===== src/hw/rtl/tnep_pkg.sv =====
// Shared types and constants for the threshold network energy/pressure block.
// Holds opcode and FSM enums, request/response beat structs and default sizes.
// No dependencies.
`timescale 1ns / 1ps

package tnep_pkg;

   localparam int DEF_GENES       = 64;
   localparam int DEF_WEIGHT_BITS = 4;

   // Weights summed per group in the first reduction stage
   localparam int LANE = 8;

   localparam int NODE_W     = 6;
   localparam int VALUE_W    = 4;
   localparam int ENERGY_W   = 17;
   localparam int PRESSURE_W = 7;
   localparam int MASK_BITS  = 64;

   localparam int ENERGY_MAX = 65535;
   localparam int ENERGY_MIN = -65536;

   typedef enum logic [2:0] {
      OP_WR_WEIGHT = 3'd0,
      OP_WR_STATE  = 3'd1,
      OP_CLAMP     = 3'd2,
      OP_UNCLAMP   = 3'd3,
      OP_EVAL      = 3'd4
   } op_type;

   typedef enum logic [1:0] {
      ST_IDLE,
      ST_SCAN,
      ST_DRAIN,
      ST_FINISH
   } state_type;

   typedef struct packed {
      logic [2:0]               opcode;
      logic [NODE_W-1:0]        target_node;
      logic [NODE_W-1:0]        source_node;
      logic signed [VALUE_W-1:0] value;
   } req_type;

   typedef struct packed {
      logic signed [ENERGY_W-1:0] energy;
      logic [PRESSURE_W-1:0]      pressure;
      logic [MASK_BITS-1:0]       unstable_mask;
   } rsp_type;

endpackage


===== src/hw/rtl/tnep_row_sum.sv =====
// Two-stage reduction of one weight row: lane group sums, then a tree over groups.
// Produces the spin-weighted row sum and the forced-state drive sum.
// Depends on tnep_pkg.
`timescale 1ns / 1ps

module tnep_row_sum #(
   parameter int GENES       = tnep_pkg::DEF_GENES,
   parameter int WEIGHT_BITS = tnep_pkg::DEF_WEIGHT_BITS
) (
   input  logic                                 clock,
   input  logic                                 reset,
   input  logic                                 in_vld,
   input  logic [$clog2(GENES)-1:0]             in_row,
   input  logic [GENES*WEIGHT_BITS-1:0]         row_data,
   input  logic [GENES-1:0]                     spin,
   input  logic [GENES-1:0]                     forced,
   output logic                                 out_vld,
   output logic [$clog2(GENES)-1:0]             out_row,
   output logic signed [WEIGHT_BITS+$clog2(GENES)+1:0] row_e,
   output logic signed [WEIGHT_BITS+$clog2(GENES)+1:0] row_d
);
   import tnep_pkg::*;

   localparam int ROW_W  = $clog2(GENES);
   localparam int GROUPS = (GENES + LANE - 1) / LANE;
   localparam int PAD_N  = GROUPS * LANE;
   localparam int GS_W   = WEIGHT_BITS + 4;
   localparam int RS_W   = WEIGHT_BITS + ROW_W + 2;

   logic [PAD_N*WEIGHT_BITS-1:0] row_pad;
   logic [PAD_N-1:0]             spin_pad;
   logic [PAD_N-1:0]             forced_pad;

   logic signed [GS_W-1:0] grp_e_in [GROUPS];
   logic signed [GS_W-1:0] grp_d_in [GROUPS];
   logic signed [GS_W-1:0] grp_e_ff [GROUPS];
   logic signed [GS_W-1:0] grp_d_ff [GROUPS];
   logic                   grp_vld_ff;
   logic [ROW_W-1:0]       grp_row_ff;

   logic signed [RS_W-1:0] row_e_in;
   logic signed [RS_W-1:0] row_d_in;
   logic signed [RS_W-1:0] row_e_ff;
   logic signed [RS_W-1:0] row_d_ff;
   logic                   out_vld_ff;
   logic [ROW_W-1:0]       out_row_ff;

   // padding lanes carry zero weight
   assign row_pad    = (PAD_N*WEIGHT_BITS)'(row_data);
   assign spin_pad   = PAD_N'(spin);
   assign forced_pad = PAD_N'(forced);

   always_comb begin
      logic signed [WEIGHT_BITS-1:0] w;
      logic signed [GS_W-1:0]        se;
      logic signed [GS_W-1:0]        sd;
      for (int g = 0; g < GROUPS; g++) begin
         se = '0;
         sd = '0;
         for (int k = 0; k < LANE; k++) begin
            w = signed'(row_pad[(g*LANE+k)*WEIGHT_BITS +: WEIGHT_BITS]);
            if (spin_pad[g*LANE+k]) begin
               se = se + GS_W'(w);
            end else begin
               se = se - GS_W'(w);
            end
            if (forced_pad[g*LANE+k]) begin
               sd = sd + GS_W'(w);
            end
         end
         grp_e_in[g] = se;
         grp_d_in[g] = sd;
      end
   end

   always_ff @(posedge clock) begin
      for (int g = 0; g < GROUPS; g++) begin
         grp_e_ff[g] <= grp_e_in[g];
         grp_d_ff[g] <= grp_d_in[g];
      end
      grp_row_ff <= in_row;
      if (reset) begin
         grp_vld_ff <= 1'b0;
      end else begin
         grp_vld_ff <= in_vld;
      end
   end

   always_comb begin
      row_e_in = '0;
      row_d_in = '0;
      for (int g = 0; g < GROUPS; g++) begin
         row_e_in = row_e_in + RS_W'(grp_e_ff[g]);
         row_d_in = row_d_in + RS_W'(grp_d_ff[g]);
      end
   end

   always_ff @(posedge clock) begin
      row_e_ff   <= row_e_in;
      row_d_ff   <= row_d_in;
      out_row_ff <= grp_row_ff;
      if (reset) begin
         out_vld_ff <= 1'b0;
      end else begin
         out_vld_ff <= grp_vld_ff;
      end
   end

   assign out_vld = out_vld_ff;
   assign out_row = out_row_ff;
   assign row_e   = row_e_ff;
   assign row_d   = row_d_ff;

endmodule


===== config.mk =====
export PLATFORM = sky130hd
export DESIGN_NAME = tnep_row_sum
export DESIGN_NICKNAME = d
export VERILOG_FILES = /design/src/hw/rtl/tnep_pkg.sv /design/src/hw/rtl/tnep_row_sum.sv
export SDC_FILE = /design/constraint.sdc
export NUM_CORES = 2
export LEC_CHECK = 0
export ABC_CLOCK_PERIOD_IN_PS = 16500
export BUFFER_PORTS_ARGS = -buffer_cell sky130_fd_sc_hd__buf_2
export CAP_MARGIN = 20
export CORE_ASPECT_RATIO = 1.75
export CORE_MARGIN = 8
export CORE_UTILIZATION = 31
export DETAILED_ROUTE_END_ITERATION = 10
export GPL_ROUTABILITY_DRIVEN = 0
export PLACE_DENSITY_LB_ADDON = 0.25
export SYNTH_ARGS = -nofsm -noshare
export SYNTH_HDL_FRONTEND = slang
export SYNTH_SLANG_ARGS = --single-unit

===== constraint.sdc =====
create_clock -name clock -period 16.5 [get_ports clock]
set_clock_uncertainty 0.1 [all_clocks]
set_input_delay 3.3 -clock clock [delete_from_list [all_inputs] [get_ports clock]]
set_output_delay 3.3 -clock clock [all_outputs]
set_load 0.01 [all_outputs]

Yosys cells after proc, flatten, opt, wreduce, memory -nomap -nowiden
Memory sizes are Yosys's and may differ from the RTL's.
Cells that the tools add are included.

operators by class
  multiplexer cells = 128
  $add $sub $neg = 190

operators with widths
  kind                                              count
  2-to-1 mux 8 bit                                  128
  adder 8 x 4 -> 8 bit                              112
  subtractor 8 x 4 -> 8 bit                         56
  adder 12 x 8 -> 12 bit                            6
  subtractor 1 x 4 -> 5 bit (first input constant)  8
  adder 11 x 8 -> 12 bit                            2
  adder 10 x 8 -> 11 bit                            2
  adder 9 x 8 -> 10 bit                             2
  adder 8 x 8 -> 9 bit                              2

storage, ports and cells
  flip-flop bits (word level) = 38
  input port bits = 393
  memories kept = 2
  output and inout port bits = 31
  bits in writable memories = 128

memory list
  name      words  width  rd ports  clocked after memory_dff  write ports  line                source
  grp_d_ff  8      8      8         0                         8            tnep_row_sum.sv:37  logic signed [GS_W-1:0] grp_d_ff [GROUPS];
  grp_e_ff  8      8      8         0                         8            tnep_row_sum.sv:36  logic signed [GS_W-1:0] grp_e_ff [GROUPS];

Logic depth before layout (Yosys ltp)
  word-level depth = 16
  mapped depth = 42
  depth with buffers taken out = 42

Worst setup path after synthesis
Ideal clock, no wire load.

  kind = input to register
  start = input forced[8]
  end = memory grp_d_ff[0][15] (netlist name)
  data arrival time = 10.762 ns
  cell stages on the path = 37
  setup time = 0.130 ns
  setup slack = 5.508 ns
  data required time = 16.270 ns
  path through = nand2_1 > inv_1 > ha_1 > a21o_1 > a21o_1 > fa_1 > nand2_1 > o21ai_0 > ha_1 > o21a_1 > o21a_1 > a211o_1 > a31oi_1 > inv_1 > ha_1 > o41a_1 > nand3_1 > o21ai_0 > ha_1 > or4_1 > a31oi_1 > a211oi_1 > ha_1 > xnor2_1 > mux2_2 > ha_1 > xor2_1 > nand2_1 > o21a_1 > ha_1 > nor3_1 > o21ai_0 > a21oi_1 > and3b_1 > xnor2_1 > xnor3_1 > xnor3_1

RTL lines
  item             line                source
  start, declared  tnep_row_sum.sv:16  input logic [GENES-1:0] forced,
  end, declared    tnep_row_sum.sv:37

==> flow_summary.toml <==
[cells_and_area]
nNetsFinal = 7802
areaGrowthSynthToFinish_pct = 10.5
nFillCells = 16000
layout-drive-gt1-share_pct = 11.4
final_cells = 8341
ff_latch_area_sq_um = 3320
multi_input_area_sq_um = 41300

[global_routing]
grt_pass1_vias = 43300
overflow = 0
grt_pass1_wl_microns = 221000
antenna_found_initial = 59
track_usage_pct = 16.6
grt_max_degree = 19

[cts]
clock_latency_ps = 500
cts.htree.levels = 4
cts-resized-gates = 0
clkTransAtPathRegs_ps = 70
cts_sinks = 166
cts_root_buf = "clkbuf_16"
cts_buffer_depth = 2
cts_hold_buf = 0
cts_tree = "done"
cts_setup_buffers = 0
numCtsBuffers = 17

[sta]
finalSetupTns_ps = 0
period_needed_ps = 11260
final_hold_viol_count = 0
drv_slew = 0
setup_viol = 0
fmax_mhz = 88.8
min_period_over_period_pct = 68.2
tightest_slew_ps = 978
slew_headroom_pct = 34.3
rsz0062_at_grt = "no"

[drt]
drt_first_iter_violations = 1140
drt-wirelength-per-cell_microns = 17.1
via_per_inst = 4.98
vias = 41500
ant_nets = 0
totalWireLength_microns = 142000
firstDrtPassIters = 5
remaining_drc_errors = 0

[setup_path]
timing_worst_setup_path_type = "primary input to flip-flop"
worstSetupEndpointType = "flip-flop"
cp.arrival_ps = 11530
crit_fanout = 6
crit_path_frequent_cell = "ha_1"
critPathSlowestCell = "or4_1"
critPathLaunchType = "primary input"
crit_required_ps = 16770
critPathMaxStageDelay_ps = 550

[place]
io_buffer_count = 423
placedCellCount = 8286
place_hpwl_microns = 129000

[synth]
netlist_area_sq_um = 47700
yosys_warnings = 0
postSynthCellCount = 5915
synth_async_sr_flop_share_pct = 0
ys.flop_type = "dfxtp_1"
synth_seq_cells = 166
synth_fp_nets = 7428
seq_area_frac_synth_pct = 6.97
synth_edf_count = 0
yosysTopAreaCell = "ha_1"
synth_cell_type_count = 75
syn_avg_cell_area_sq_um = 8.06
yosysTopAreaCellShare_pct = 23.5
synth.area.top_cells = "ha_1 24%, fa_1 9.4%, xnor2_1 8.6%"

[run_status]
outcome = "complete, no violations"

[die]
start_util_pct = 31.2
dieArea_sq_um = 167000
io_pins = 424
row_count = 190
die_y_microns = 535
core_sq_um = 153000
die_x_microns = 312

[min_path]
hp-class = "flip-flop to flip-flop"

[flow_run]
cap_violations = 0
metal layers:
metal	track usage (%)	share of wire, %	up-vias
met1	15.8	36	19400
met4	5.04	2.9	66
met5	0	0.30	-
met3	3.20	4.3	196
li1	-	-	21300
met2	34.6	57	500
stage by stage:
step,utilization (%),area [sq um],setup slack (ps),hold WS [ps]
after floorplan,-,47700,5510,210
final,34.5,52700,5240,227
after global routing,34.4,52600,4700,234
after global placement,34.0,52000,4730,210
after detailed placement,34.0,52000,4750,213
after CTS,34.4,52600,5280,229
synthesized netlist by cell type (all sizes together), types with 20 or more instances:
master  instances
o21ai         432
and3b          23
nand2         272
mux2i         107
o31ai          20
or2            69
dfxtp         166
fa            224
o41ai          29
nor3          170
ha            896
or3            24
xnor2         466
nand2b         83
a21o          205
o21a          122
a211oi         38
a21oi         387
and2           20
o21bai         89
inv           722
nand3          34
xnor3          23
xor2          200
mux2          174
clkbuf         59
nor2b         198
nor2          404
worst max-delay path: cells and delay by family:
kind                     cells  cell delay, ps
multiplexers                 1             280
AO/OA/AOI/OAI               14            2630
buffers and inverters        3             280
adder cells (fa/ha/maj)      8            2580
AND/OR/NAND/NOR              7            1250
XOR/XNOR                     5            1190
kinds of logic (layout without fill, tap and decap cells):
logic type	Yosys count	count (layout)	share of synthesized area, %
and+or+nand+nor	1372	1372	14.2
xor gates and xnor gates	689	689	13.3
muxes	281	281	6.47
adders and majority gates	1120	1120	32.9
buffers and inverters	793	1180	6.32
other	0	23	0
DFF	166	166	6.97
AOI/OAI and AO/OA	1494	1494	19.7
state kept, by name, indices dropped and copies added (netlist names):
name	count
out_row	6
grp_row_ff	6
row_e	12
grp_vld_ff	1
grp_d_ff	64
row_d	12
out_vld	1
grp_e_ff	64
final cells by class:
class / count / area share [%]
Clock buffer: 17 / 0.808
Sequential cell: 166 / 6.31
Inverter: 724 / 5.16
Clock inverter: 15 / 0.347
Timing Repair Buffer: 424 / 4.03
Antenna cell: 23 / 0.109
Tap cell: 2016 / 4.79
Multi-Input combinational cell: 4956 / 78.4
final timing paths:
path / slack, ps / endpoint / cells past startpoint / startpoint
setup / recovery: 5240 / grp_d_ff[0][15] / 38 / forced[8]
setup reg to reg: 11770 / row_d[11] / 13 / grp_d_ff[1][3]
hold / removal: 230 / out_row[1] / 0 / grp_row_ff[1]
hold reg to reg: 230 / out_row[1] / 0 / grp_row_ff[1]
cells in the final DEF (no fill, tap or decap), types with 122 or more instances in the layout:
master	instances
o21a_1	122
nor2b_1	198
a21o_1	201
ha_1	896
fa_1	224
dfxtp_1	166
o21ai_0	432
buf_2	423
xor2_1	200
nor3_1	170
inv_1	720
xnor2_1	466
a21oi_1	387
nand2_1	272
mux2_2	160
nor2_1	404
Power is not shown: default switching activity piles up to over one toggle a cycle in this logic, so the estimate is an artifact.
